**src/hw/rtl/tmwem_pkg.sv**
```systemverilog
`timescale 1ns / 1ps
`default_nettype none

package tmwem_pkg;

  localparam int unsigned DEF_MAX_ROWS = 256;
  localparam int unsigned COL_W        = 8;
  localparam int unsigned ROW_W        = 8;
  localparam int unsigned ID_W         = 19;
  localparam int unsigned COORD_W      = 11;
  localparam int unsigned CFG_W        = 9;
  localparam int unsigned NUM_SLOTS    = 6;
  localparam int unsigned SLOT_IDX_W   = 3;
  localparam int unsigned CMD_DEPTH    = 4;
  localparam int unsigned IN_TDATA_W   = 24;
  localparam int unsigned OUT_TDATA_W  = 64;

  localparam logic [CFG_W-1:0] MAP_WIDTH_RST  = 9'd32;
  localparam logic [CFG_W-1:0] MAP_HEIGHT_RST = 9'd32;

  // configuration register indexes
  localparam logic REG_MAP_WIDTH  = 1'b0;
  localparam logic REG_MAP_HEIGHT = 1'b1;

  // event slots of one tile, in emission order
  localparam logic [SLOT_IDX_W-1:0] SLOT_N  = 3'd0;
  localparam logic [SLOT_IDX_W-1:0] SLOT_E0 = 3'd1;
  localparam logic [SLOT_IDX_W-1:0] SLOT_E1 = 3'd2;
  localparam logic [SLOT_IDX_W-1:0] SLOT_S  = 3'd3;
  localparam logic [SLOT_IDX_W-1:0] SLOT_W0 = 3'd4;
  localparam logic [SLOT_IDX_W-1:0] SLOT_W1 = 3'd5;

  localparam logic [1:0] SIDE_N = 2'd0;
  localparam logic [1:0] SIDE_E = 2'd1;
  localparam logic [1:0] SIDE_S = 2'd2;
  localparam logic [1:0] SIDE_W = 2'd3;

  localparam logic KIND_INSERT = 1'b0;
  localparam logic KIND_EXTEND = 1'b1;

  // y offset from the tile center, quarter tiles
  typedef enum logic [1:0] {
    DY_M2,
    DY_M1,
    DY_P2
  } dy_e;

  typedef struct packed {
    logic southwest_wall;
    logic southeast_wall;
    logic west_wall;
    logic south_wall;
    logic east_wall;
    logic north_wall;
    logic is_wall;
    logic [ROW_W-1:0] row;
    logic [COL_W-1:0] col;
  } tile_t;

  typedef struct packed {
    logic vld;
    logic [ID_W-1:0] id;
  } line_t;

  typedef struct packed {
    line_t north;
    line_t south;
  } line_pair_t;

  typedef struct packed {
    logic vld;
    logic face;
    logic [ID_W-1:0] id;
  } prev_t;

  typedef struct packed {
    logic vld;
    logic ext;
    logic face;
    dy_e  sdy;
    dy_e  edy;
  } slot_t;

  typedef struct packed {
    logic [COL_W-1:0] col;
    logic [ROW_W-1:0] row;
    logic [ID_W-1:0] base_id;
    slot_t [NUM_SLOTS-1:0] slots;
    logic [3:0][ID_W-1:0] ext_id;
  } tile_cmd_t;

  typedef struct packed {
    logic kind;
    logic [ID_W-1:0] id;
    logic [COORD_W-1:0] sx;
    logic [COORD_W-1:0] sy;
    logic [COORD_W-1:0] ex;
    logic [COORD_W-1:0] ey;
    logic face;
    logic last;
  } edge_ev_t;

  typedef struct packed {
    slot_t s0;
    slot_t s1;
    logic [1:0] ins;
    prev_t nxt;
    logic [ID_W-1:0] ext_id;
  } side_plan_t;

  function automatic slot_t mk_slot(logic ext, logic face, dy_e sdy, dy_e edy);
    slot_t s;
    s.vld  = 1'b1;
    s.ext  = ext;
    s.face = face;
    s.sdy  = sdy;
    s.edy  = edy;
    return s;
  endfunction

  function automatic logic [COORD_W-1:0] dy_val(dy_e dy);
    logic [COORD_W-1:0] v;
    case (dy)
      DY_M2:   v = -COORD_W'(2);
      DY_M1:   v = -COORD_W'(1);
      DY_P2:   v = COORD_W'(2);
      default: v = '0;
    endcase
    return v;
  endfunction

  // East or west side of a wall tile. id0/id1 are the next two free ids.
  function automatic side_plan_t side_plan(prev_t prev, logic blocked, logic border,
                                           logic diag, logic top_row, logic last_row,
                                           logic below, logic [ID_W-1:0] id0,
                                           logic [ID_W-1:0] id1);
    side_plan_t p;
    logic split;
    p        = '0;
    split    = ~last_row & ~below;
    p.ext_id = prev.id;
    if (blocked) begin
      // plain lower part beside a wall, kept open for the tile below
      if (!border && !last_row && !diag && below) begin
        p.s0       = mk_slot(1'b0, 1'b0, DY_M1, DY_P2);
        p.ins      = 2'd1;
        p.nxt.vld  = 1'b1;
        p.nxt.id   = id0;
      end
    end else if (top_row) begin
      p.s0      = mk_slot(1'b0, 1'b0, DY_M2, DY_P2);
      p.ins     = 2'd1;
      p.nxt.vld = 1'b1;
      p.nxt.id  = id0;
    end else if (prev.vld && !prev.face) begin
      if (split) begin
        p.s0       = mk_slot(1'b1, 1'b0, DY_M2, DY_M1);
        p.s1       = mk_slot(1'b0, 1'b1, DY_M1, DY_P2);
        p.ins      = 2'd1;
        p.nxt.vld  = 1'b1;
        p.nxt.face = 1'b1;
        p.nxt.id   = id0;
      end else begin
        p.s0      = mk_slot(1'b1, 1'b0, DY_M2, DY_P2);
        p.nxt.vld = 1'b1;
        p.nxt.id  = prev.id;
      end
    end else if (split) begin
      p.s0       = mk_slot(1'b0, 1'b0, DY_M2, DY_M1);
      p.s1       = mk_slot(1'b0, 1'b1, DY_M1, DY_P2);
      p.ins      = 2'd2;
      p.nxt.vld  = 1'b1;
      p.nxt.face = 1'b1;
      p.nxt.id   = id1;
    end else begin
      p.s0      = mk_slot(1'b0, 1'b0, DY_M2, DY_P2);
      p.ins     = 2'd1;
      p.nxt.vld = 1'b1;
      p.nxt.id  = id0;
    end
    return p;
  endfunction

endpackage

`default_nettype wire

```
**src/hw/rtl/tmwem_fifo.sv**
```systemverilog
`timescale 1ns / 1ps
`default_nettype none

module tmwem_fifo import tmwem_pkg::*; #(
  parameter int unsigned DEPTH = CMD_DEPTH,
  localparam int unsigned PW   = $clog2(DEPTH),
  localparam int unsigned CW   = $clog2(DEPTH + 1)
) (
  input  wire logic      clk_i,
  input  wire logic      rst_ni,
  input  wire logic      push_i,
  input  wire tile_cmd_t data_i,
  output logic           full_o,
  input  wire logic      pop_i,
  output logic           valid_o,
  output tile_cmd_t      data_o
);

  tile_cmd_t       mem_q [DEPTH];
  logic [PW-1:0]   wr_q, rd_q;
  logic [CW-1:0]   cnt_q;
  logic            do_push, do_pop;

  assign full_o  = (cnt_q == CW'(DEPTH));
  assign valid_o = (cnt_q != '0);
  assign data_o  = mem_q[rd_q];
  assign do_push = push_i && !full_o;
  assign do_pop  = pop_i && valid_o;

  always_ff @(posedge clk_i or negedge rst_ni) begin
    if (!rst_ni) begin
      wr_q  <= '0;
      rd_q  <= '0;
      cnt_q <= '0;
    end else begin
      if (do_push) begin
        wr_q <= (wr_q == PW'(DEPTH - 1)) ? '0 : wr_q + PW'(1);
      end
      if (do_pop) begin
        rd_q <= (rd_q == PW'(DEPTH - 1)) ? '0 : rd_q + PW'(1);
      end
      if (do_push && !do_pop) begin
        cnt_q <= cnt_q + CW'(1);
      end else if (do_pop && !do_push) begin
        cnt_q <= cnt_q - CW'(1);
      end
    end
  end

  always_ff @(posedge clk_i) begin
    if (do_push) begin
      mem_q[wr_q] <= data_i;
    end
  end

endmodule

`default_nettype wire

```
**config.mk**
```make
export PLATFORM = sky130hd
export DESIGN_NAME = tmwem_fifo
export DESIGN_NICKNAME = d
export VERILOG_FILES = /design/src/hw/rtl/tmwem_pkg.sv /design/src/hw/rtl/tmwem_fifo.sv
export SDC_FILE = /design/constraint.sdc
export NUM_CORES = 1
export LEC_CHECK = 0
export BUFFER_PORTS_ARGS = -buffer_cell sky130_fd_sc_hd__buf_2
export CELL_PAD_IN_SITES_DETAIL_PLACEMENT = 1
export CELL_PAD_IN_SITES_GLOBAL_PLACEMENT = 1
export CORE_MARGIN = 5
export CORE_UTILIZATION = 40
export DETAILED_ROUTE_END_ITERATION = 8
export PLACE_DENSITY_LB_ADDON = 0.1
export SLEW_MARGIN = 0
export SYNTH_ARGS = -nofsm -noshare
export SYNTH_HDL_FRONTEND = slang
export SYNTH_SLANG_ARGS = --single-unit
```
**constraint.sdc**
```tcl
create_clock -name clk_i -period 12.2 [get_ports clk_i]
set_input_delay 2.44 -clock clk_i [delete_from_list [all_inputs] [get_ports clk_i]]
set_output_delay 2.44 -clock clk_i [all_outputs]
set_load 0.01 [all_outputs]
```
==> out/results.ini <==
[clock_tree]
cts_resized=0
cts_buffers=69
cts_tree=done
cts_hold_buffers=0
cts_sinks=619
ctsRootBufferMaster=clkbuf_16
clock_path_buffers=3
clkLatencyLatePin_ns=0.59
clk_pin_slew_ns=0.06
cts_setup_buffers=0
htreeDepth=3

[place]
dp_hpwl_um=30100
place_congestion=0.682
io_buffers=311

[worst_hold_path]
min_to=cnt_q[2]$_DFFE_PN0P_
holdPathStages=1
worstHoldStart=cnt_q[2]$_DFFE_PN0P_
hp-class=reg -> reg

[floorplan]
initial_core_util_pct=40.6
ios=312
design.die.area_um2=61000
die_h_um=247
rows=86
coreArea_um2=55400
fp.dieW_um=247

[drt]
avgRoutedWirePerCell_um=24.5
routed_wl_um=49100
dr_total_vias=9987
routed_via_density=4.98
drc=0
ant_nets=0
dr.pass1.iters=4
drt_iter0_drc=492

[power]
ir_drop_v=0.000159
p_int_mw=4.75
p_per_area_nw_per_um2=249
power.share.combinational_pct=27.5
p_switching_mw=1.98
p_total_mw=6.72
p_leak_nw=9.09
p_sw_share_pct=29.4
seq_power_share_pct=44.0
power_frac_clock_pct=28.5

[synthesis]
synth_top_cell_area_share_pct=81.8
synth.area.top_cells=edfxtp_1 (82%), mux4_2 (15%), dfrtp_1 (0.78%)
yosysWarnings=0
async_flop_share_pct=1.13
yosysTopAreaCell=edfxtp_1
yosysSeqAreaShare_pct=82.6
syn_area_um2=22500
syn_nets=1000
synth_cells=836
syn_area_per_cell_um2=26.9
synth_common_cells=edfxtp_1 (612), mux4_2 (153), buf_4 (11)
synth_edf_count=612
synth_ff_type=edfxtp_1
yosysMostFrequentCell=edfxtp_1
ys_types=20
ys_ff_latch=619

[setup_path]
r2r_setup_slack_ns=9.09
r2r_cells=4
path_cells=buf_4 -> buf_4 -> mux4_2 -> buf_2
path_delay_family=buffers and inverters
cp_data_required_time_ns=9.76
rr_endpoint=mem_q[0][123]$_DFFE_PP_
worstSetupStartpointType=flop
crit_fanout=46
cp.depth=4
critPathBufInv=3
worst_setup_path_end_kind=output pin
critPathArrivalTime_ns=4.05
critPathKind=reg -> out
reg2reg_from=cnt_q[2]$_DFFE_PN0P_
crit_path_top_delay_cell=dfrtp_4
crit_path_frequent_cell=buf_4
max_stage_delay_ns=0.88

[global_routing]
grt_usage_pct=16.1
grt_pass1_vias=11000
antenna_found_initial=14
grt_max_degree=69
grt_pass1_wl_um=73000
grt_overflow=0

[sta]
period_needed_ns=6.49
rsz0062_at_grt=false
setup_viol=0
worst_pin_slew_ns=1.16
drv_slew=0
relSlewSlack_pct=22.5
period_share_pct=53.2
skew_ns=0.0208
fmax_mhz=154
fin_tns_setup_ns=0
finalHoldViolations=0

[outcome]
status=finished, final reports clean

[layout]
nets=1362
layout-drive-gt1-share_pct=46.3
area_growth_pct=20.0

[flow_run]
maxCapViolCount=0

power groups by stage:
stage / Sequential (mW) / Combinational [mW] / Clock, mW
after floorplan: 2.98 / 1.24 / 0
after global placement: 3.00 / 1.93 / 0
after detailed placement: 3.01 / 1.93 / 0
after CTS: 2.97 / 1.94 / 1.98
after global routing: 3.00 / 2.01 / 2.08
final: 2.96 / 1.85 / 1.92
layout make-up:
| cell class | instances | area, µm² |
|---|---|---|
| Fill cell | 4921 | 28400 |
| Sequential cell | 619 | 18600 |
| Multi-Input combinational cell | 180 | 3700 |
| Clock buffer | 89 | 1870 |
| Timing Repair Buffer | 325 | 1660 |
| Tap cell | 748 | 936 |
| Clock inverter | 33 | 221 |
| Antenna cell | 7 | 17.5 |
| Inverter | 3 | 11.3 |
layout by cell type (no fill, tap or decap), types with 5 or more instances in the layout:
| master | count |
|---|---|
| edfxtp_1 | 612 |
| buf_2 | 311 |
| mux4_2 | 153 |
| clkbuf_16 | 72 |
| clkinv_1 | 17 |
| clkbuf_1 | 17 |
| buf_4 | 14 |
| clkinv_2 | 8 |
| diode_2 | 7 |
| ha_1 | 6 |
| mux2_2 | 5 |
| dfrtp_1 | 5 |
worst reg2reg max path, cell delays in order, from the launching register on:
cell	delay (ns)
dfrtp_1	0.39
nor3b_2	0.22
nor2b_1	0.52
and2_4	0.69
buf_4	0.84
flip-flops by register name (all words and copies together), names as in the netlist:
name,count
mem_q,612
rd_q,2
wr_q,2
cnt_q,3
logic make-up after synthesis:
group / count (synthesis) / share of synthesized area (%)
xor+xnor: 3 / 0.117
fa+ha+maj: 7 / 0.423
buf+inv: 37 / 1.02
flops: 619 / 82.6
mux: 158 / 15.6
simple gates: 12 / 0.295
through the flow:
step / setup WS [ns] / cells / hold WS, ns / cell area (µm²) / utilization (%)
floorplan: 2.63 / 836 / 0.445 / 22500 / -
global placement: 6.10 / 1875 / 0.465 / 24900 / 44.9
detailed placement: 6.11 / 1875 / 0.476 / 24900 / 44.9
CTS: 5.46 / 1997 / 0.490 / 27000 / 48.7
global route: 5.27 / 1999 / 0.505 / 27000 / 48.7
finish: 5.71 / 2004 / 0.482 / 27000 / 48.7
worst max-delay path by stage:
stage / slack, ns / to / from
5_1_grt: 5.27 / data_o[75] / rd_q[0]$_DFFE_PN0P_
6_report: 5.71 / data_o[75] / rd_q[0]$_DFFE_PN0P_
4_1_cts: 5.46 / data_o[33] / rd_q[0]$_DFFE_PN0P_
3_5_place_dp: 6.11 / data_o[33] / rd_q[0]$_DFFE_PN0P_
3_3_place_gp: 6.10 / data_o[33] / rd_q[0]$_DFFE_PN0P_
2_1_floorplan: 2.63 / mem_q[3][0]$_DFFE_PP_ / push_i
per-layer routing:
metal,share of wire (%),global-route usage [%],vias to the layer above
li1,-,-,4375
met1,41,20.9,5253
met2,50,26.7,255
met3,6.2,4.87,92
met4,2.3,4.71,12
met5,0.16,0,-
Note: power is estimated with default switching activity, not from simulation.
