`src/hw/rtl/tmwem_pkg.sv`:
```
`timescale 1ns / 1ps
`default_nettype none

package tmwem_pkg;

  localparam int unsigned DEF_MAX_ROWS = 256;
  localparam int unsigned COL_W        = 8;
  localparam int unsigned ROW_W        = 8;
  localparam int unsigned ID_W         = 19;
  localparam int unsigned COORD_W      = 11;
  localparam int unsigned CFG_W        = 9;
  localparam int unsigned NUM_SLOTS    = 6;
  localparam int unsigned SLOT_IDX_W   = 3;
  localparam int unsigned CMD_DEPTH    = 4;
  localparam int unsigned IN_TDATA_W   = 24;
  localparam int unsigned OUT_TDATA_W  = 64;

  localparam logic [CFG_W-1:0] MAP_WIDTH_RST  = 9'd32;
  localparam logic [CFG_W-1:0] MAP_HEIGHT_RST = 9'd32;

  // configuration register indexes
  localparam logic REG_MAP_WIDTH  = 1'b0;
  localparam logic REG_MAP_HEIGHT = 1'b1;

  // event slots of one tile, in emission order
  localparam logic [SLOT_IDX_W-1:0] SLOT_N  = 3'd0;
  localparam logic [SLOT_IDX_W-1:0] SLOT_E0 = 3'd1;
  localparam logic [SLOT_IDX_W-1:0] SLOT_E1 = 3'd2;
  localparam logic [SLOT_IDX_W-1:0] SLOT_S  = 3'd3;
  localparam logic [SLOT_IDX_W-1:0] SLOT_W0 = 3'd4;
  localparam logic [SLOT_IDX_W-1:0] SLOT_W1 = 3'd5;

  localparam logic [1:0] SIDE_N = 2'd0;
  localparam logic [1:0] SIDE_E = 2'd1;
  localparam logic [1:0] SIDE_S = 2'd2;
  localparam logic [1:0] SIDE_W = 2'd3;

  localparam logic KIND_INSERT = 1'b0;
  localparam logic KIND_EXTEND = 1'b1;

  // y offset from the tile center, quarter tiles
  typedef enum logic [1:0] {
    DY_M2,
    DY_M1,
    DY_P2
  } dy_e;

  typedef struct packed {
    logic southwest_wall;
    logic southeast_wall;
    logic west_wall;
    logic south_wall;
    logic east_wall;
    logic north_wall;
    logic is_wall;
    logic [ROW_W-1:0] row;
    logic [COL_W-1:0] col;
  } tile_t;

  typedef struct packed {
    logic vld;
    logic [ID_W-1:0] id;
  } line_t;

  typedef struct packed {
    line_t north;
    line_t south;
  } line_pair_t;

  typedef struct packed {
    logic vld;
    logic face;
    logic [ID_W-1:0] id;
  } prev_t;

  typedef struct packed {
    logic vld;
    logic ext;
    logic face;
    dy_e  sdy;
    dy_e  edy;
  } slot_t;

  typedef struct packed {
    logic [COL_W-1:0] col;
    logic [ROW_W-1:0] row;
    logic [ID_W-1:0] base_id;
    slot_t [NUM_SLOTS-1:0] slots;
    logic [3:0][ID_W-1:0] ext_id;
  } tile_cmd_t;

  typedef struct packed {
    logic kind;
    logic [ID_W-1:0] id;
    logic [COORD_W-1:0] sx;
    logic [COORD_W-1:0] sy;
    logic [COORD_W-1:0] ex;
    logic [COORD_W-1:0] ey;
    logic face;
    logic last;
  } edge_ev_t;

  typedef struct packed {
    slot_t s0;
    slot_t s1;
    logic [1:0] ins;
    prev_t nxt;
    logic [ID_W-1:0] ext_id;
  } side_plan_t;

  function automatic slot_t mk_slot(logic ext, logic face, dy_e sdy, dy_e edy);
    slot_t s;
    s.vld  = 1'b1;
    s.ext  = ext;
    s.face = face;
    s.sdy  = sdy;
    s.edy  = edy;
    return s;
  endfunction

  function automatic logic [COORD_W-1:0] dy_val(dy_e dy);
    logic [COORD_W-1:0] v;
    case (dy)
      DY_M2:   v = -COORD_W'(2);
      DY_M1:   v = -COORD_W'(1);
      DY_P2:   v = COORD_W'(2);
      default: v = '0;
    endcase
    return v;
  endfunction

  // East or west side of a wall tile. id0/id1 are the next two free ids.
  function automatic side_plan_t side_plan(prev_t prev, logic blocked, logic border,
                                           logic diag, logic top_row, logic last_row,
                                           logic below, logic [ID_W-1:0] id0,
                                           logic [ID_W-1:0] id1);
    side_plan_t p;
    logic split;
    p        = '0;
    split    = ~last_row & ~below;
    p.ext_id = prev.id;
    if (blocked) begin
      // plain lower part beside a wall, kept open for the tile below
      if (!border && !last_row && !diag && below) begin
        p.s0       = mk_slot(1'b0, 1'b0, DY_M1, DY_P2);
        p.ins      = 2'd1;
        p.nxt.vld  = 1'b1;
        p.nxt.id   = id0;
      end
    end else if (top_row) begin
      p.s0      = mk_slot(1'b0, 1'b0, DY_M2, DY_P2);
      p.ins     = 2'd1;
      p.nxt.vld = 1'b1;
      p.nxt.id  = id0;
    end else if (prev.vld && !prev.face) begin
      if (split) begin
        p.s0       = mk_slot(1'b1, 1'b0, DY_M2, DY_M1);
        p.s1       = mk_slot(1'b0, 1'b1, DY_M1, DY_P2);
        p.ins      = 2'd1;
        p.nxt.vld  = 1'b1;
        p.nxt.face = 1'b1;
        p.nxt.id   = id0;
      end else begin
        p.s0      = mk_slot(1'b1, 1'b0, DY_M2, DY_P2);
        p.nxt.vld = 1'b1;
        p.nxt.id  = prev.id;
      end
    end else if (split) begin
      p.s0       = mk_slot(1'b0, 1'b0, DY_M2, DY_M1);
      p.s1       = mk_slot(1'b0, 1'b1, DY_M1, DY_P2);
      p.ins      = 2'd2;
      p.nxt.vld  = 1'b1;
      p.nxt.face = 1'b1;
      p.nxt.id   = id1;
    end else begin
      p.s0      = mk_slot(1'b0, 1'b0, DY_M2, DY_P2);
      p.ins     = 2'd1;
      p.nxt.vld = 1'b1;
      p.nxt.id  = id0;
    end
    return p;
  endfunction

endpackage

`default_nettype wire

```
`src/hw/rtl/tmwem_back.sv`:
```
`timescale 1ns / 1ps
`default_nettype none

module tmwem_back import tmwem_pkg::*; (
  input  wire logic      clk_i,
  input  wire logic      rst_ni,
  input  wire logic      cmd_valid_i,
  input  wire tile_cmd_t cmd_i,
  output logic           cmd_pop_o,
  output logic           ev_valid_o,
  input  wire logic      ev_ready_i,
  output edge_ev_t       ev_o
);

  logic                   started_q;
  logic [NUM_SLOTS-1:0]   rem_q;
  logic [ID_W-1:0]        id_q;
  logic                   out_valid_q;
  edge_ev_t               out_q;

  logic [NUM_SLOTS-1:0]   vld_mask, rem, rem_next;
  logic [SLOT_IDX_W-1:0]  k;
  logic [1:0]             side;
  slot_t                  slot;
  logic [ID_W-1:0]        id_cur, id_next;
  logic [COORD_W-1:0]     x4, y4, xm2, xp2;
  logic                   emit;
  edge_ev_t               ev;

  always_comb begin
    for (int i = 0; i < NUM_SLOTS; i++) begin
      vld_mask[i] = cmd_i.slots[i].vld;
    end
    rem    = started_q ? rem_q : vld_mask;
    id_cur = started_q ? id_q : cmd_i.base_id;

    // lowest pending slot
    k = '0;
    for (int i = NUM_SLOTS - 1; i >= 0; i--) begin
      if (rem[i]) begin
        k = SLOT_IDX_W'(i);
      end
    end
    rem_next = rem & ~(NUM_SLOTS'(1) << k);
    slot     = cmd_i.slots[k];

    case (k)
      SLOT_N:           side = SIDE_N;
      SLOT_E0, SLOT_E1: side = SIDE_E;
      SLOT_S:           side = SIDE_S;
      default:          side = SIDE_W;
    endcase

    x4  = {1'b0, cmd_i.col, 2'b00};
    y4  = {1'b0, cmd_i.row, 2'b00};
    xm2 = x4 - COORD_W'(2);
    xp2 = x4 + COORD_W'(2);

    ev.kind = slot.ext ? KIND_EXTEND : KIND_INSERT;
    ev.id   = slot.ext ? cmd_i.ext_id[side] : id_cur;
    case (side)
      SIDE_E:  begin ev.sx = xp2; ev.ex = xp2; end
      SIDE_W:  begin ev.sx = xm2; ev.ex = xm2; end
      default: begin ev.sx = xm2; ev.ex = xp2; end
    endcase
    ev.sy   = y4 + dy_val(slot.sdy);
    ev.ey   = y4 + dy_val(slot.edy);
    ev.face = slot.face & ~slot.ext;
    ev.last = (rem_next == '0);
    if (slot.ext) begin
      ev.sx = '0;
      ev.sy = '0;
    end
    id_next = slot.ext ? id_cur : id_cur + ID_W'(1);
  end

  assign emit       = cmd_valid_i && (!out_valid_q || ev_ready_i);
  assign cmd_pop_o  = emit && ev.last;
  assign ev_valid_o = out_valid_q;
  assign ev_o       = out_q;

  always_ff @(posedge clk_i or negedge rst_ni) begin
    if (!rst_ni) begin
      started_q   <= 1'b0;
      rem_q       <= '0;
      id_q        <= '0;
      out_valid_q <= 1'b0;
    end else begin
      if (emit) begin
        out_valid_q <= 1'b1;
        started_q   <= !ev.last;
        rem_q       <= rem_next;
        id_q        <= id_next;
      end else if (ev_ready_i) begin
        out_valid_q <= 1'b0;
      end
    end
  end

  always_ff @(posedge clk_i) begin
    if (emit) begin
      out_q <= ev;
    end
  end

endmodule

`default_nettype wire

```
`config.mk`:
```
export PLATFORM = sky130hd
export DESIGN_NAME = tmwem_back
export DESIGN_NICKNAME = d
export VERILOG_FILES = /design/src/hw/rtl/tmwem_pkg.sv /design/src/hw/rtl/tmwem_back.sv
export SDC_FILE = /design/constraint.sdc
export NUM_CORES = 1
export LEC_CHECK = 0
export BUFFER_PORTS_ARGS = -buffer_cell sky130_fd_sc_hd__clkbuf_2
export CORE_MARGIN = 2
export CORE_UTILIZATION = 30
export DETAILED_ROUTE_END_ITERATION = 8
export SKIP_LAST_GASP = 1
export SLEW_MARGIN = 20
export SYNTH_ARGS = -nofsm -noshare
export SYNTH_HDL_FRONTEND = slang
export SYNTH_SLANG_ARGS = --single-unit
```
`constraint.sdc`:
```
create_clock -name clk_i -period 7.3 [get_ports clk_i]
set_input_delay 1.095 -clock clk_i [delete_from_list [all_inputs] [get_ports clk_i]]
set_output_delay 1.095 -clock clk_i [all_outputs]
set_load 0.05 [all_outputs]
```
==> results of run 1 <==
## power breakdown
| part | internal (W) | switching [W] | total [W] | leakage, nW |
|---|---|---|---|---|
| Sequential | 0.000905 | 0.000131 | 0.00104 | 0.925 |
| Clock | 0.000304 | 0.000220 | 0.000524 | 0.158 |
| Combinational | 0.00100 | 0.00190 | 0.00290 | 2.56 |
## area by class of cell
| type | instances | share of cell area |
|---|---|---|
| clock inverters | 7 | 0.0124 |
| inverters | 10 | 0.00485 |
| diodes | 1 | 0.000313 |
| repair buffers | 229 | 0.146 |
| multi-input cells | 482 | 0.444 |
| well taps | 275 | 0.0430 |
| clock buffers | 9 | 0.0282 |
| flip-flops and latches | 90 | 0.321 |
## metal layers
layer  global-route usage  up-vias
met5                    0        -
met4               0.0684        2
met3               0.0390       27
met2                0.270      161
met1                0.216     2645
li1                     -     2745
## final timing paths
check | from | to | slack [ns] | cells after the start
worst max-delay path | started_q | ev_o[34] | 2.62 | 14
worst min-delay path | id_q[12] | id_q[12] | 0.48 | 2
worst max register to register | started_q | ev_o[34] | 2.62 | 14
worst min register to register | id_q[12] | id_q[12] | 0.48 | 2
max in group asynchronous | rst_ni | started_q | 5.96 | 1
min in group asynchronous | rst_ni | ev_valid_o | 0.80 | 1
## metrics by stage
| stage | util | instance area [um^2] | power (W) | hold slack, ns | worst slack [ns] |
|---|---|---|---|---|---|
| floorplan | - | 6380 | 0.00335 | 0.446 | 2.62 |
| global placement | 0.366 | 7670 | 0.00391 | 0.462 | 2.44 |
| detailed placement | 0.366 | 7670 | 0.00395 | 0.470 | 2.34 |
| CTS | 0.381 | 7990 | 0.00448 | 0.485 | 2.70 |
| global route | 0.381 | 7990 | 0.00478 | 0.502 | 2.28 |
| finish | 0.381 | 7990 | 0.00446 | 0.485 | 2.62 |
## kinds of logic (layout without fill, tap and decap cells)
group	count (synthesis)	count (layout)	share of synthesized area
AO/OA/AOI/OAI	160	160	0.180
XOR/XNOR	41	41	0.0564
adder cells (fa/ha/maj)	20	20	0.0416
buffers and inverters	45	255	0.0414
flip-flops	90	90	0.403
multiplexers	70	70	0.117
other	2	4	0.00118
AND/OR/NAND/NOR	188	188	0.159
## sequential cells by signal (all words and copies together), names as in the netlist
name,count
ev_o,63
ev_valid_o,1
id_q,19
rem_q,6
started_q,1
## worst register-to-register path, delay by kind of cell, from the launching register on
family | cells | cell delay [ns]
AO/OA/AOI/OAI | 7 | 1.34
AND/OR/NAND/NOR | 3 | 1.05
adder cells (fa/ha/maj) | 2 | 0.72
flip-flops | 1 | 0.71
multiplexers | 1 | 0.43
XOR/XNOR | 1 | 0.16
## placed cells by master (no fill, tap or decap), types with 19 or more instances in the layout
cell type and instances:
nor2_1 34, nand2_1 57, xnor2_1 24, o21ai_0 20
mux2i_1 59, edfxtp_1 63, clkbuf_2 221, o22ai_1 19
a21oi_1 24, dfrtp_1 26
==> out/qor.txt, run 1 <==
===============================================================================================
Result of the run                                                                  finished clean
Number of register bits inferred by synthesis                                                90
Placement Rows                                                                               53
Number of top-level design ports                                                            225
Required time worst endpoint                                                            7.39 ns
Post CTS Setup Buffer Count                                                                   0
Clock tree from TritonCTS                                                                  done
Starting density of the core                                                              0.304
Top achievable clock speed                                                            0.214 GHz
Clock input transition at the sequential cells of the worst setup and hold paths        0.07 ns
Worst Clk Skew                                                                       0.00939 ns
Count of cells resized by post-cts repair                                                     0
Delay-heaviest family, CP                                                          compound AO/OA/AOI/OAI gates
Sequential cell area                                                                  2570 um^2
Class of the most critical setup path                                                   reg2reg
Number of H-tree branching levels                                                             3
DRC violation count after routing                                                             0
Total of warnings raised by yosys                                                             0
Count of hold buffers inserted by post-cts repair                                             0
Most Frequent Cell on Critical Path                                                     a21oi_1
Fin crit share                                                                            0.641
Core Region                                                                         21,000 um^2
Post-route non-filler standard cell count                                                 1,103
Area of the die                                                                     22,400 um^2
Buffer type at the clock tree root                                                    clkbuf_16
Number of antenna-violating nets in the routed design                                         0
Crit end category                                                                     flip-flop
Final-report max-slew violation count                                                         0
Wire length of the first global-routing pass                                          28,600 um
Amount of wire on met2 after detailed routing                                           9070 um
Synth top area cells                                                               edfxtp_1, dfrtp_1, mux2i_1, ha_1, nand2_1
Number of detailed-routing iterations run before antenna repair                               4
Mean instance size in the synthesized netlist                                         10.3 um^2
Total area of multi-input combinational cells                                         3550 um^2
Synthesis-to-finish area growth                                                           25.4%
Total routed wire length on the met1 layer                                              8610 um
Maximum capacitance violations                                                                0
Dominant cell by count in the synthesized netlist                                      edfxtp_1
Final hold vios                                                                               0
Bufs and invs on worst path                                                                   0
Arr. time, crit path                                                                    4.77 ns
Placed instance count                                                                     1,086
TNS Setup                                                                                  0 ns
Type of the most critical hold path                                                     reg2reg
Maximum number of buffers from clock root to sink                                             2
NumNets Final                                                                               999
Count of flip-flops with a built-in enable after synthesis                                   63
Most used flip-flop cell after synthesis                                               edfxtp_1
GR Overflow Total                                                                             0
Vias                                                                                      5,580
Pwr per Cell Area                                                                   558 nW/um^2
Final HPWL from detailed placement                                                    14,300 um
Uppermost layer routed                                                                     met5
Via count of the first global-routing pass                                                5,179
Routed length per placed instance                                                       17.4 um
Fill cell instance count of the final layout                                              2,088
Synth Cell Area                                                                       6370 um^2
Met3 layer wire length in the routed design                                             1090 um
Cells along the critical path                                                      mux2i_4 > nand4_1 > nor3_1 > a32oi_1 > o21a_1 > ha_1 > fa_1 > a21o_1 > a21oi_1 > o21bai_1 > a21oi_1 > o21ai_0 > xnor2_1 > nor2_1
Share of the synthesized area in the top cell type                                        0.297
Final critical path time including I/O delays and setup                                 4.68 ns
Synth cell types                                                                             73
Count of input and output buffers                                                           221
Most frequent cells after synthesis                                                edfxtp_1, mux2i_1, nand2_1
Pin count of the biggest net entering global routing                                         60
Share of the yosys chip area belonging to registers                                       0.403
Area leader, netlist                                                                   edfxtp_1
Transition at the pin with the smallest max-transition slack                           0.859 ns
Average via count per standard cell                                                        5.06
Routability congestion estimate from global placement                                     0.869
RSZ-0062 raised after global routing                                                      false
Static Leakage                                                                          3.65 nW
Fraction of final layout cells with drive strength greater than 1                         0.345
Clock Sinks                                                                                  90
Longest individual stage delay on the worst path                                        0.76 ns
CTS Buf Count                                                                                 9
Worst skew pair latency                                                                 0.36 ns
Number of DRC markers in iteration 0                                                        309
Post-synthesis cell count                                                                   616
Share of flip-flops with an asynchronous set or reset after synthesis                     0.300
Die extent in x                                                                          150 um
Global router's overall resource usage                                                    0.167
CP Max Fanout                                                                                25
Antenna violations before repair                                                              2
Type of element launching the critical path                                           flip-flop
Relative slew margins                                                                     0.423
Finish-stage setup viols                                                                      0
Die height                                                                               150 um
Library cell contributing the largest single delay on the critical path                  nor3_1
Worst vdd ir                                                                           0.206 mV
Routed wire length                                                                    19,200 um
===============================================================================================
Note: power is estimated with default switching activity, not from simulation.
==> run 2, diff against run 1 <==
==> constraint.sdc (replaced) <==
create_clock -name clk_i -period 3.9 [get_ports clk_i]
set_input_delay 0.585 -clock clk_i [delete_from_list [all_inputs] [get_ports clk_i]]
set_output_delay 0.585 -clock clk_i [all_outputs]
set_load 0.05 [all_outputs]
==> run 2 against run 1 <==
  * Sequential share of layout area shrank 0.90 points
  * Setup slack lost 2.5 ns
  * Critical endpoint is now ev_o[12]
  * Sequential power is 85% higher
  * Combinational power grew 100%
  * Global-route usage grew 0.57 points
==> out/qor.txt, run 2 (synthesized netlist as in run 1, its figures left out) <==
===============================================================================================
Placement Rows                                                                               53
Vias                                                                                      5,668
Fraction of final layout cells with drive strength greater than 1                         0.376
Number of cells on the worst reg-to-reg path                                                 15
Average via count per standard cell                                                        5.02
Die height                                                                               150 um
Core Region                                                                         21,000 um^2
Number of DRC markers in iteration 0                                                        252
Maximum number of buffers from clock root to sink                                             2
CP Max Fanout                                                                                 9
Clock input transition at the sequential cells of the worst setup and hold paths        0.07 ns
Arr. time, crit path                                                                    3.83 ns
NumNets Final                                                                             1,026
Capturing point of the worst reg2reg path                                              ev_o[12]
Static Leakage                                                                          3.78 nW
Largest register FFs                                                                         63
Final HPWL from detailed placement                                                    15,400 um
Utilization of the core after routing                                                     0.393
Pwr per Cell Area                                                                  1060 nW/um^2
Highest-count cells in the layout ignoring fill and taps                           clkbuf_2, edfxtp_1, mux2i_1
Die extent in x                                                                          150 um
Via count of the first global-routing pass                                                5,476
Result of the run                                                                  finished clean
Count of input and output buffers                                                           221
Routed length per placed instance                                                       17.5 um
Area of the die                                                                     22,400 um^2
Number of top-level design ports                                                            225
Transition at the pin with the smallest max-transition slack                           0.810 ns
Pin count of the biggest net entering global routing                                         60
Fin crit share                                                                            0.960
Type of element launching the critical path                                           flip-flop
Crit end category                                                                     flip-flop
Worst skew pair latency                                                                 0.35 ns
Class of the most critical setup path                                                   reg2reg
Launch instance of the worst register-to-register path                                started_q
Starting density of the core                                                              0.304
Antenna violations before repair                                                              1
Leading cell type in the layout, fill and taps excluded                                clkbuf_2
Clock tree from TritonCTS                                                                  done
Number of detailed-routing iterations run before antenna repair                               5
Required time worst endpoint                                                            3.99 ns
Worst reg2reg setup slack                                                               0.16 ns
Type of the most critical hold path                                                    in2async
Maximum capacitance violations                                                                0
Final hold vios                                                                               0
Count of hold buffers inserted by post-cts repair                                             0
Number of antenna-violating nets in the routed design                                         0
Diode insertion count for antenna repair                                                      0
Number of H-tree branching levels                                                             3
Wire length of the first global-routing pass                                          29,900 um
Fill cell instance count of the final layout                                              2,089
Final-report max-slew violation count                                                         0
Clock Sinks                                                                                  90
Finish-stage setup viols                                                                      0
CTS Buf Count                                                                                 9
Synthesis-to-finish area growth                                                           29.2%
Worst Clk Skew                                                                        0.0111 ns
Routability congestion estimate from global placement                                     0.839
Dpl ws                                                                                0.0240 ns
Routed wire length                                                                    19,800 um
Relative slew margins                                                                     0.460
Worst vdd ir                                                                           0.775 mV
Global router's overall resource usage                                                    0.173
DRC violation count after routing                                                             0
Sequential cell area                                                                  2570 um^2
Buffer type at the clock tree root                                                    clkbuf_16
GR Overflow Total                                                                             0
Top achievable clock speed                                                            0.267 GHz
Final critical path time including I/O delays and setup                                 3.74 ns
Setup slack after layout                                                               0.158 ns
RSZ-0062 raised after global routing                                                       true
Total area of multi-input combinational cells                                         3590 um^2
===============================================================================================
run 2: worst max-delay path: stages (launching register included):
cell and delay (ns):
dfrtp_4 0.52, buf_4 0.17, or3b_2 0.47, nand4_1 0.27
nor3_2 0.10, buf_4 0.18, a222oi_1 0.33, buf_4 0.19
buf_4 0.17, ha_1 0.28, a21o_1 0.18, a21oi_2 0.15
o21bai_1 0.09, a21oi_2 0.16, o21ai_1 0.08, xor2_1 0.14
run 2: repair_timing:
action,in CTS,in global routing
endpoints found under the setup margin,0,6
buffers inserted,0,4
resized for setup,0,8
run 2: final cells by class:
class / count / share of cell area
clock buffers: 12 / 0.0339
flip-flops and latches: 90 / 0.312
clock inverters: 4 / 0.00365
inverters: 10 / 0.00471
multi-input cells: 482 / 0.437
repair buffers: 256 / 0.167
well taps: 275 / 0.0418
run 2: routing by layer:
metal | track usage | share of wire | wire, um
met1 | 0.213 | 0.42 | 8370
met2 | 0.304 | 0.48 | 9590
met3 | 0.0433 | 0.084 | 1660
met4 | 0.0401 | 0.0080 | 158
met5 | 0 | 0 | 0
run 2: worst max path at each step:
| stage | start | to | slack [ns] | cells past startpoint |
|---|---|---|---|---|
| finish | started_q | ev_o[12] | 0.16 | 15 |
| CTS | started_q | ev_o[11] | 0.07 | 16 |
| detailed placement | cmd_i[117] | ev_o[34] | 0.02 | 15 |
| global route | started_q | ev_o[34] | -0.04 | 14 |
| floorplan | cmd_i[110] | ev_o[12] | -0.05 | 12 |
| global placement | cmd_i[110] | ev_o[34] | 0.10 | 14 |
run 2: per-stage QoR:
stage,instances,cell area (um^2),hold WS [ns],setup TNS (ns),power [W]
6_report,1129,8230,0.316,0,0.00871
5_1_grt,1129,8230,0.360,-0.0558,0.00937
4_1_cts,1125,8170,0.331,0,0.00868
3_5_place_dp,1109,7860,0.470,0,0.00775
3_3_place_gp,1109,7860,0.463,0,0.00769
2_1_floorplan,617,6400,0.289,-0.0451,0.00631
run 2: report_power, final:
part | total, W | leakage (nW) | switching, W | internal, W
logic | 0.00589 | 2.70 | 0.00371 | 0.00217
registers | 0.00192 | 0.925 | 0.000226 | 0.00170
clock network | 0.000902 | 0.149 | 0.000389 | 0.000513
==> run 3, diff against run 2 <==
--- a/config.mk
+++ b/config.mk
@@ -9,6 +9,7 @@
 export CORE_MARGIN = 2
 export CORE_UTILIZATION = 30
 export DETAILED_ROUTE_END_ITERATION = 8
+export REMOVE_ABC_BUFFERS = 1
 export SKIP_LAST_GASP = 1
 export SLEW_MARGIN = 20
 export SYNTH_ARGS = -nofsm -noshare
==> run 3 against run 2 <==
  * Via count down 0.30%
  * Power fell by 1.7%
  * Setup slack improved by 0.012 ns
  * Routed wire length decreased by 0.59%
  * Design area fell by 0.38%
  * Cell count decreased by 0.27%
  * First-iteration DRC count grew 60%
  * Combinational power fell by 2%
  * Fmax increased by 0.32%
  * Hold slack worse by 0.0077 ns
  * Register-to-register slack barely moved
  * Critical path depth decreased by 1
  * Highest routed layer is now met5
==> out/qor.txt, run 3 (synthesized netlist as in run 1, its figures left out) <==
===============================================================================================
Portion of total power attributed to combinational logic                                  0.677
Fraction of final layout cells with drive strength greater than 1                         0.373
Type of the most critical hold path                                                    in2async
Vias                                                                                      5,651
Maximum capacitance violations                                                                0
Number of detailed-routing iterations run before antenna repair                               5
Average via count per standard cell                                                        5.02
Fill cell instance count of the final layout                                              2,109
Final-report max-slew violation count                                                         0
Count of input and output buffers                                                           221
Area of the die                                                                     22,400 um^2
Relative slew margins                                                                     0.375
Largest register FFs                                                                         63
Worst Clk Skew                                                                        0.0107 ns
Fin crit share                                                                            0.957
Required time worst endpoint                                                            3.98 ns
Maximum number of buffers from clock root to sink                                             2
Synthesis-to-finish area growth                                                           28.7%
Routability congestion estimate from global placement                                     0.842
Wire length of the first global-routing pass                                          29,700 um
Highest-count cells in the layout ignoring fill and taps                           clkbuf_2, edfxtp_1, mux2i_1
Global router's overall resource usage                                                    0.173
CTS Buf Count                                                                                 9
DRC violation count after routing                                                             0
Transition at the pin with the smallest max-transition slack                           0.938 ns
Top achievable clock speed                                                            0.268 GHz
Bufs and invs on worst path                                                                   0
NumNets Final                                                                             1,022
Number of DRC markers in iteration 0                                                        402
Leading cell type in the layout, fill and taps excluded                                clkbuf_2
Delay-heaviest family, CP                                                          compound AO/OA/AOI/OAI gates
Via count of the first global-routing pass                                                5,429
Switching power share of the total                                                        0.505
Arr. time, crit path                                                                    3.81 ns
Clock Sinks                                                                                  90
Number of top-level design ports                                                            225
Routed length per placed instance                                                       17.5 um
Placement Rows                                                                               53
Launch instance of the worst register-to-register path                                started_q
Launching instance or port of the critical path                                       started_q
Longest individual stage delay on the worst path                                        0.53 ns
Number of antenna-violating nets in the routed design                                         0
Clock tree from TritonCTS                                                                  done
Most Frequent Cell on Critical Path                                                      o21a_2
Routed wire length                                                                    19,700 um
Internal power                                                                        0.00424 W
Clock input transition at the sequential cells of the worst setup and hold paths        0.07 ns
Antenna violations before repair                                                              2
Finish-stage setup viols                                                                      0
Power share of the clock group                                                            0.100
Result of the run                                                                  finished clean
Dpl ws                                                                               -0.0423 ns
Library cell contributing the largest single delay on the critical path                 dfrtp_4
Core Region                                                                         21,000 um^2
Area after detailed placement                                                         7850 um^2
Worst reg2reg setup slack                                                               0.17 ns
Sw power                                                                              0.00432 W
Die extent in x                                                                          150 um
Worst skew pair latency                                                                 0.35 ns
Final hold vios                                                                               0
Starting density of the core                                                              0.304
Post-route design area                                                                8200 um^2
Share of power burned in registers                                                        0.223
Final critical path time including I/O delays and setup                                 3.73 ns
Number of H-tree branching levels                                                             3
Cells along the critical path                                                      or3b_1 > a211oi_2 > o21a_2 > a222oi_1 > o21a_2 > ha_1 > fa_1 > a21o_1 > a21oi_2 > o21bai_1 > a21oi_1 > o21ai_0 > xnor2_1 > nor2_1
Type of element launching the critical path                                           flip-flop
Pwr per Cell Area                                                                  1040 nW/um^2
Buffer type at the clock tree root                                                    clkbuf_16
Class of the most critical setup path                                                   reg2reg
GR Overflow Total                                                                             0
Die height                                                                               150 um
Crit end category                                                                     flip-flop
CP Max Fanout                                                                                 9
Worst vdd ir                                                                           0.596 mV
Final HPWL from detailed placement                                                    14,500 um
Pin count of the biggest net entering global routing                                         88
Static Leakage                                                                          3.75 nW
Setup slack after layout                                                               0.170 ns
===============================================================================================
-- run 3: power groups by stage --
stage	combinational [W]	clock, W	sequential (W)
after floorplan	0.00309	0	0.00294
after global placement	0.00567	0	0.00193
after detailed placement	0.00573	0	0.00193
after CTS	0.00574	0.000884	0.00192
after global routing	0.00636	0.000923	0.00195
final	0.00580	0.000856	0.00191
-- run 3: cell type report --
class                   count  area (um^2)  share of cell area
multi-input cells         482         3590               0.438
flip-flops and latches     90         2570               0.314
repair buffers            252         1360               0.166
well taps                 275          344              0.0420
clock buffers               9          225              0.0275
clock inverters             7         58.8             0.00717
inverters                  10         38.8             0.00473
diodes                      1         2.50            0.000305
-- run 3: worst paths after layout --
path                                    to  cells after the start
worst max-delay path              ev_o[34]                     14
worst min-delay path               id_q[5]                      1
worst max register to register    ev_o[34]                     14
worst min register to register     id_q[0]                      2
max in group asynchronous        started_q                      1
min in group clk_i              ev_valid_o                      2
-- run 3: what timing repair did --
item,4_1_cts,5_1_grt
hold buffers,0,0
resized for setup,0,9
endpoints found under the hold margin,0,0
buffers inserted,0,3
setup endpoints to repair,0,5
-- run 3: metrics by stage --
stage,utilization,power [W],setup TNS [ns],instances,hold WS [ns]
floorplan,-,0.00603,-65.23,582,0.289
global placement,0.375,0.00760,0,1106,0.465
detailed placement,0.375,0.00766,-0.0476,1106,0.474
CTS,0.388,0.00854,0,1122,0.342
global route,0.391,0.00923,-0.0605,1125,0.373
finish,0.391,0.00856,0,1126,0.309
-- run 3: per-layer routing --
metal  up-vias  routed length, um  global-route usage
met5         -                 13                   0
met4         2                525              0.0712
met3        33               1170              0.0402
met2       144               9020               0.267
met1      2675               8940               0.233
li1       2797                  -                   -
